$ cat config.mk
export PLATFORM = sky130hd
export DESIGN_NAME = crce_ctrl
export DESIGN_NICKNAME = d
export VERILOG_FILES = /design/src/sv/crce_pkg.sv /design/src/sv/crce_ctrl.sv
export SDC_FILE = /design/constraint.sdc
export NUM_CORES = 1
export LEC_CHECK = 0
export BUFFER_PORTS_ARGS = -buffer_cell sky130_fd_sc_hd__buf_4
export CAP_MARGIN = 20
export CORE_MARGIN = 8
export CORE_UTILIZATION = 46
export DETAILED_ROUTE_END_ITERATION = 10
export PLACE_DENSITY = 0.78
export SETUP_SLACK_MARGIN = 0.15
export SYNTH_ARGS = -nofsm -noshare
export SYNTH_HDL_FRONTEND = slang
export SYNTH_SLANG_ARGS = --single-unit
$ cat constraint.sdc
create_clock -name clk -period 1.7 [get_ports clk]
set_clock_uncertainty 0.05 [all_clocks]
set_input_delay 0.51 -clock clk [delete_from_list [all_inputs] [get_ports clk]]
set_output_delay 0.51 -clock clk [all_outputs]
set_load 0.02 [all_outputs]
$ cat src/sv/crce_pkg.sv
package crce_pkg;

  // Command codes carried in the cmd field of an input word.
  localparam logic [1:0] CMD_CLEAR  = 2'd0;
  localparam logic [1:0] CMD_APPEND = 2'd1;
  localparam logic [1:0] CMD_EVAL   = 2'd2;
  localparam logic [1:0] CMD_NOP    = 2'd3;

  // Status codes reported with every result word.
  localparam logic [1:0] STAT_OK    = 2'd0;
  localparam logic [1:0] STAT_FEW   = 2'd1;
  localparam logic [1:0] STAT_FULL  = 2'd2;
  localparam logic [1:0] STAT_ZERO  = 2'd3;

  // Read phases that fetch one segment's knots from the two tables.
  localparam logic [1:0] RD_A = 2'd0;
  localparam logic [1:0] RD_B = 2'd1;
  localparam logic [1:0] RD_C = 2'd2;
  localparam logic [1:0] RD_D = 2'd3;

  typedef struct packed {
    logic [1:0]         cmd;
    logic signed [31:0] x_value;
    logic signed [31:0] y_value;
  } in_word_t;

  typedef struct packed {
    logic signed [31:0] y_out;
    logic [1:0]         status;
  } out_word_t;

  // Commands from the controller to the datapath.
  typedef struct packed {
    logic       latch;
    logic       clear;
    logic       append;
    logic       scan_issue;
    logic       rd_en;
    logic [1:0] rd_phase;
    logic       div_init;
    logic       div_step;
    logic       coef_load;
    logic       mul;
    logic       add;
    logic       finish;
    logic       use_y;
    logic [1:0] status;
  } ctrl_cmd_t;

  // Status from the datapath back to the controller.
  typedef struct packed {
    logic [1:0] cmd;
    logic       full;
    logic       few;
    logic       no_scan;
    logic       scan_last;
    logic       dx_zero;
    logic       div_last;
    logic       horner_last;
    logic       out_busy;
  } dp_stat_t;

endpackage

$ cat src/sv/crce_ctrl.sv
module crce_ctrl (
  input  logic                clk,
  input  logic                rst,
  input  logic                in_valid,
  output logic                in_ready,
  input  crce_pkg::dp_stat_t  stat,
  output crce_pkg::ctrl_cmd_t cmd
);

  localparam logic [3:0] S_IDLE   = 4'd0;
  localparam logic [3:0] S_DECODE = 4'd1;
  localparam logic [3:0] S_SCAN   = 4'd2;
  localparam logic [3:0] S_SWAIT  = 4'd3;
  localparam logic [3:0] S_RA     = 4'd4;
  localparam logic [3:0] S_RB     = 4'd5;
  localparam logic [3:0] S_RC     = 4'd6;
  localparam logic [3:0] S_RD     = 4'd7;
  localparam logic [3:0] S_RE     = 4'd8;
  localparam logic [3:0] S_DIV    = 4'd9;
  localparam logic [3:0] S_COEF   = 4'd10;
  localparam logic [3:0] S_MUL    = 4'd11;
  localparam logic [3:0] S_ADD    = 4'd12;
  localparam logic [3:0] S_DONE   = 4'd13;

  logic [3:0] state, state_next;
  logic [1:0] code, code_next;
  logic       use_y, use_y_next;

  // Sequencing of one word.
  always_comb begin
    state_next = state;
    code_next  = code;
    use_y_next = use_y;
    cmd        = '0;
    cmd.rd_phase = crce_pkg::RD_A;
    cmd.use_y  = use_y;
    cmd.status = code;
    // No word is taken while reset is held.
    in_ready   = (state == S_IDLE) && !rst;
    unique case (state)
      S_IDLE: begin
        if (in_valid) begin
          cmd.latch  = 1'b1;
          state_next = S_DECODE;
        end
      end
      S_DECODE: begin
        code_next  = crce_pkg::STAT_OK;
        use_y_next = 1'b0;
        state_next = S_DONE;
        unique case (stat.cmd)
          crce_pkg::CMD_CLEAR: cmd.clear = 1'b1;
          crce_pkg::CMD_APPEND: begin
            if (stat.full) begin
              code_next = crce_pkg::STAT_FULL;
            end else begin
              cmd.append = 1'b1;
            end
          end
          crce_pkg::CMD_EVAL: begin
            if (stat.few) begin
              code_next = crce_pkg::STAT_FEW;
            end else if (stat.no_scan) begin
              state_next = S_SWAIT;
            end else begin
              state_next = S_SCAN;
            end
          end
          default: ;
        endcase
      end
      S_SCAN: begin
        cmd.scan_issue = 1'b1;
        if (stat.scan_last) begin
          state_next = S_SWAIT;
        end
      end
      S_SWAIT: state_next = S_RA;
      S_RA: begin
        cmd.rd_en = 1'b1;
        cmd.rd_phase = crce_pkg::RD_A;
        state_next = S_RB;
      end
      S_RB: begin
        cmd.rd_en = 1'b1;
        cmd.rd_phase = crce_pkg::RD_B;
        state_next = S_RC;
      end
      S_RC: begin
        cmd.rd_en = 1'b1;
        cmd.rd_phase = crce_pkg::RD_C;
        state_next = S_RD;
      end
      S_RD: begin
        cmd.rd_en = 1'b1;
        cmd.rd_phase = crce_pkg::RD_D;
        state_next = S_RE;
      end
      S_RE: begin
        if (stat.dx_zero) begin
          code_next  = crce_pkg::STAT_ZERO;
          state_next = S_DONE;
        end else begin
          cmd.div_init = 1'b1;
          state_next   = S_DIV;
        end
      end
      S_DIV: begin
        cmd.div_step = 1'b1;
        if (stat.div_last) begin
          state_next = S_COEF;
        end
      end
      S_COEF: begin
        cmd.coef_load = 1'b1;
        state_next    = S_MUL;
      end
      S_MUL: begin
        cmd.mul    = 1'b1;
        state_next = S_ADD;
      end
      S_ADD: begin
        cmd.add = 1'b1;
        if (stat.horner_last) begin
          use_y_next = 1'b1;
          state_next = S_DONE;
        end else begin
          state_next = S_MUL;
        end
      end
      S_DONE: begin
        if (!stat.out_busy) begin
          cmd.finish = 1'b1;
          state_next = S_IDLE;
        end
      end
      default: state_next = S_IDLE;
    endcase
  end

  always_ff @(posedge clk) begin
    if (rst) begin
      state <= S_IDLE;
      code  <= crce_pkg::STAT_OK;
      use_y <= 1'b0;
    end else begin
      state <= state_next;
      code  <= code_next;
      use_y <= use_y_next;
    end
  end

endmodule

==> results.py, run 1 <==
metrics = {
    "run_status": {
        "status": "did not finish",
        "stop_stage": "global routing (5_1_grt)",
        "error": "[ERROR DPL-0033] detailed placement checks failed during check placement.",
    },
    "floorplan": {
        "die_w_um": 54.54,
        "ios": 30,
        "initial_utilization_pct": 46.99,
        "row_count": 14,
        "die_y_um": 54.54,
    },
    "place": {
        "io_buffers": 29,
        "place_congestion": 0.8725,
        "dp_hpwl_um": 1839,
    },
    "synthesis": {
        "ys_seq_area_share_pct": 20.51,
        "synth-edff-count": 0,
        "synth_seq_cells": 7,
        "async_flop_share_pct": 0,
        "synth_xor_area_share_pct": 1.282,
        "syn-num-nets": 110,
        "synth-compound-area-share_pct": 23.26,
        "syn-mean-instance-area_um2": 7.268,
        "ys_types": 38,
        "synth-main-ff-cell": "dfxtp_1",
        "yosys_warnings": 0,
        "synthAdderAreaFrac_pct": 5.495,
        "synthCells": 94,
        "syn_area_um2": 683.2,
        "synth_top_family_by_area": "simple AND/OR/NAND/NOR gates",
        "yosys.area_share.simple_pct": 37.18,
        "synthMuxAreaShare_pct": 0,
    },
    "timing": {
        "worstEndpointGrtRepair": "cmd[13]",
        "worstEndpointType": "output port",
    },
    "cts": {
        "clock_sinks": 7,
        "htree_levels": 1,
        "numCtsBuffers": 3,
        "clock_path_buffers": 2,
        "cts-root-buf": "clkbuf_4",
    },
    "global_routing": {
        "antenna_found_initial": 0,
        "grt_max_degree": 11,
    },
}
## kinds of logic after synthesis
family | Yosys count
DFF | 7
adders and majority gates | 3
AOI/OAI and AO/OA | 24
xor gates and xnor gates | 1
and+or+nand+nor | 42
buffers and inverters | 17
## metrics by stage
stage / cells / hold WS (ns) / worst slack (ns) / utilization [%] / cell area, um^2
after CTS: 154 / 0.4852 / -0.1364 / 82.19 / 1195
after detailed placement: 144 / 0.4857 / -0.06470 / 72.20 / 1050
after global placement: 144 / 0.4540 / -0.02480 / 72.20 / 1050
after floorplan: 94 / 0.4342 / 0.09522 / - / 804.5
## timing repair
| item | in CTS |
|---|---|
| buffers inserted | 6 |
| pin swaps | 6 |
| hold buffers | 0 |
| gates cloned | 0 |
| setup endpoints to repair | 17 |
| gates resized for setup | 23 |
## Yosys cell counts (3+ instances only)
| library cell | number | share of area (%) |
|---|---|---|
| a21oi_1 | 7 | 5.1 |
| nor2_1 | 6 | 3.3 |
| nor3_1 | 9 | 6.6 |
| buf_2 | 4 | 2.9 |
| dfxtp_1 | 7 | 21 |
| ha_1 | 3 | 5.5 |
| buf_4 | 4 | 4.4 |
| nand2_1 | 3 | 1.6 |
| nor2b_1 | 3 | 2.7 |
| nand2b_1 | 4 | 3.7 |
| inv_1 | 7 | 3.8 |
| o21ai_0 | 5 | 3.7 |
==> run 2, diff against run 1 <==
--- a/config.mk
+++ b/config.mk
@@ -7,11 +7,10 @@
 export LEC_CHECK = 0
 export BUFFER_PORTS_ARGS = -buffer_cell sky130_fd_sc_hd__buf_4
 export CAP_MARGIN = 20
-export CORE_MARGIN = 8
-export CORE_UTILIZATION = 46
+export CORE_AREA = 8 8 69 71
 export DETAILED_ROUTE_END_ITERATION = 10
-export PLACE_DENSITY = 0.78
-export SETUP_SLACK_MARGIN = 0.15
+export DIE_AREA = 0 0 77 79
+export PLACE_DENSITY_LB_ADDON = 0.15
 export SYNTH_ARGS = -nofsm -noshare
 export SYNTH_HDL_FRONTEND = slang
 export SYNTH_SLANG_ARGS = --single-unit
==> run 2 against run 1 <==
Synthesized cell count stayed put. Area after synthesis did not move. The flow now finishes, with violations (setup timing).
==> results.py, run 2 <==
metrics = {
    "timing": {
        "worst_slew_pin_slew_ns": 0.3763,
        "slew_headroom_pct": 74.68,
        "worst_slack_ns": -0.04923,
        "timing.final.crit_share_pct": 102.9,
        "finalCriticalPeriod_ns": 1.749,
        "setup_violations": 6,
        "final_max_slew_viol_count": 0,
        "rsz0062_at_grt": "true",
        "whs_ns": 0.4681,
        "hold_violations": 0,
        "max_freq_mhz": 571.7,
    },
    "finish": {
        "drive_gt1_share_pct": 60.84,
        "finalCoreUtilization_pct": 34.39,
        "fin_nets": 160,
        "largest_register": "state",
        "mostFrequentLayoutCell": "buf_4",
        "synthToLayoutAreaGrowth_pct": 91.21,
        "final_cell_mix": "buf_4, buf_6, a21oi_1, inv_1",
        "reg_top3": "state (4), code (2), use_y (1)",
        "final_area_um2": 1306,
        "diodes": 0,
        "largest_reg_flops": 4,
    },
    "synthesis": {
        "synth.most_common_cell": "nor3_1",
        "yosysTopAreaCellShare_pct": 20.51,
        "syn-num-nets": 110,
        "synthTopCellsByArea": "dfxtp_1, nor3_1, ha_1, a21oi_1, buf_4",
        "synth-main-ff-cell": "dfxtp_1",
        "synthCells": 94,
        "ys_types": 38,
        "synth_seq_cells": 7,
        "synth-edff-count": 0,
        "ys_seq_area_share_pct": 20.51,
        "async_flop_share_pct": 0,
        "yosys_warnings": 0,
        "synth_common_cells": "nor3_1, a21oi_1, dfxtp_1, inv_1, nor2_1",
        "syn-mean-instance-area_um2": 7.268,
        "syn_area_um2": 683.2,
        "yosysTopAreaCell": "dfxtp_1",
    },
    "critical_path": {
        "crit_path_frequent_cell": "buf_4",
        "reg2reg_depth": 5,
        "critical_path_class": "reg -> out",
        "worstPathRequired_ns": 1.14,
        "setup.worst_path.start": "state[3]",
        "reg2reg_to": "state[3]",
        "critPathCapture": "in_ready",
        "cp_data_arrival_time_ns": 1.19,
        "worstReg2RegStart": "state[2]",
        "rrSetupSlack_ns": 0.09,
        "crit_chain": "buf_4 -> nor4_4 -> buf_4",
        "cp_max_fo": 7,
        "cpPeakStageDelay_ns": 0.38,
        "cp-end-kind": "primary output",
        "cp-start-kind": "flip-flop",
        "slowest_stage": "dfxtp_4",
    },
    "cts": {
        "htree_levels": 1,
        "clock_latency_ns": 0.23,
        "numCtsBuffers": 3,
        "cts-root-buf": "clkbuf_8",
        "clock_sinks": 7,
        "cts_tree": "yes",
        "clock_path_buffers": 2,
        "cts.clk_slew.worst_paths_ns": 0.05,
    },
    "global_routing": {
        "antenna_found_initial": 0,
        "grtUsageTotal_pct": 9.020,
        "grt_max_degree": 10,
        "grt_pass1_wl_um": 4422,
        "first_global_vias": 936,
        "grt-ovfl-total": 0,
    },
    "routing": {
        "via_per_inst": 4.451,
        "wl_um": 2638,
        "drtIter0Drc": 30,
        "drcViolationCount": 0,
        "wl_per_cell_um": 13.67,
        "via_count": 859,
        "drtAntennaViolNets": 0,
        "first_pass_iters": 5,
    },
    "job": {
        "drv_cap": 0,
    },
    "power_and_ir_drop": {
        "powerDensity_nw_per_um2": 1682,
        "peakVddDrop_v": 0.0005390,
        "p_leak_nw": 0.5833,
    },
    "worst_hold_path": {
        "hold_path.class": "reg -> reg",
    },
    "run_status": {
        "violations": "setup timing",
        "status": "finished with violations",
    },
    "floorplan": {
        "ios": 30,
        "die_area_um2": 6083,
        "die_w_um": 77,
        "row_count": 23,
        "initial_utilization_pct": 17.98,
        "die_y_um": 79,
        "core-area_um2": 3799,
    },
    "place": {
        "place_area_um2": 1087,
        "io_buffers": 29,
        "place_congestion": 0.8037,
        "place_ws_ns": -0.04689,
        "dp_hpwl_um": 2000,
    },
}
==> run 2: cell counts after synthesis <==
Identical to the previous run, type by type.
==> run 2: power breakdown <==
group / internal (mW) / switching [mW] / leakage, nW
Sequential: 0.259 / 0.117 / 0.0601
Clock: 0.164 / 0.0874 / 0.0228
Combinational: 0.814 / 0.755 / 0.500
Total: 1.24 / 0.960 / 0.583
==> run 2: logic make-up (layout without fill, tap and decap cells) <==
kind of cell / after synthesis / count (layout) / share of synthesized area (%)
fa+ha+maj: 3 / 3 / 5.495
simple gates: 42 / 42 / 37.18
flops: 7 / 7 / 20.51
xor+xnor: 1 / 1 / 1.282
buf+inv: 17 / 66 / 12.27
compound gates: 24 / 24 / 23.26
==> run 2: per-layer routing <==
metal | share of wire, % | up-vias | global-route usage, %
met3 | 6.9 | 8 | 3.837
met2 | 49 | 24 | 14.78
met1 | 40 | 392 | 9.527
met5 | 0 | - | 0
li1 | - | 435 | -
met4 | 3.2 | 0 | 5.472
==> run 2: cell type report <==
type,instances,area [um^2]
flip-flops and latches,7,155.1
fillers,414,2492
well taps,50,62.56
inverters,7,26.28
clock buffers,4,45.04
multi-input cells,70,566.8
repair buffers,55,450.4
==> run 2: timing repair <==
| action | CTS | global route |
|---|---|---|
| pin swaps | 2 | 5 |
| endpoints found under the setup margin | 13 | 13 |
| gates resized for setup | 20 | 17 |
| hold buffers | 0 | 0 |
| setup buffers | 6 | 1 |
==> run 2: worst min-delay path by stage <==
stage / start / to / slack (ns) / depth (start not counted)
floorplan: use_y / use_y / 0.43 / 2
global placement: use_y / use_y / 0.47 / 2
detailed placement: use_y / use_y / 0.47 / 2
CTS: use_y / use_y / 0.48 / 2
global route: stat[4] / state[1] / 0.51 / 3
finish: use_y / use_y / 0.47 / 2
==> run 2: through the flow <==
step	TNS, ns	power, mW	cells
after global placement	-0.03097	1.632	182
after floorplan	-0.004111	1.106	94
after detailed placement	-0.1116	1.623	182
after global routing	-0.6848	2.377	193
after CTS	-0.3482	2.085	192
final	-0.1899	2.197	193
==> run 2: worst max-delay path, delay by kind of cell, from the launching register on <==
kind	cells	cell delay (ns)
flip-flops	1	0.38
AND/OR/NAND/NOR	1	0.23
buffers and inverters	2	0.35
(Power assumes the default switching activity.)
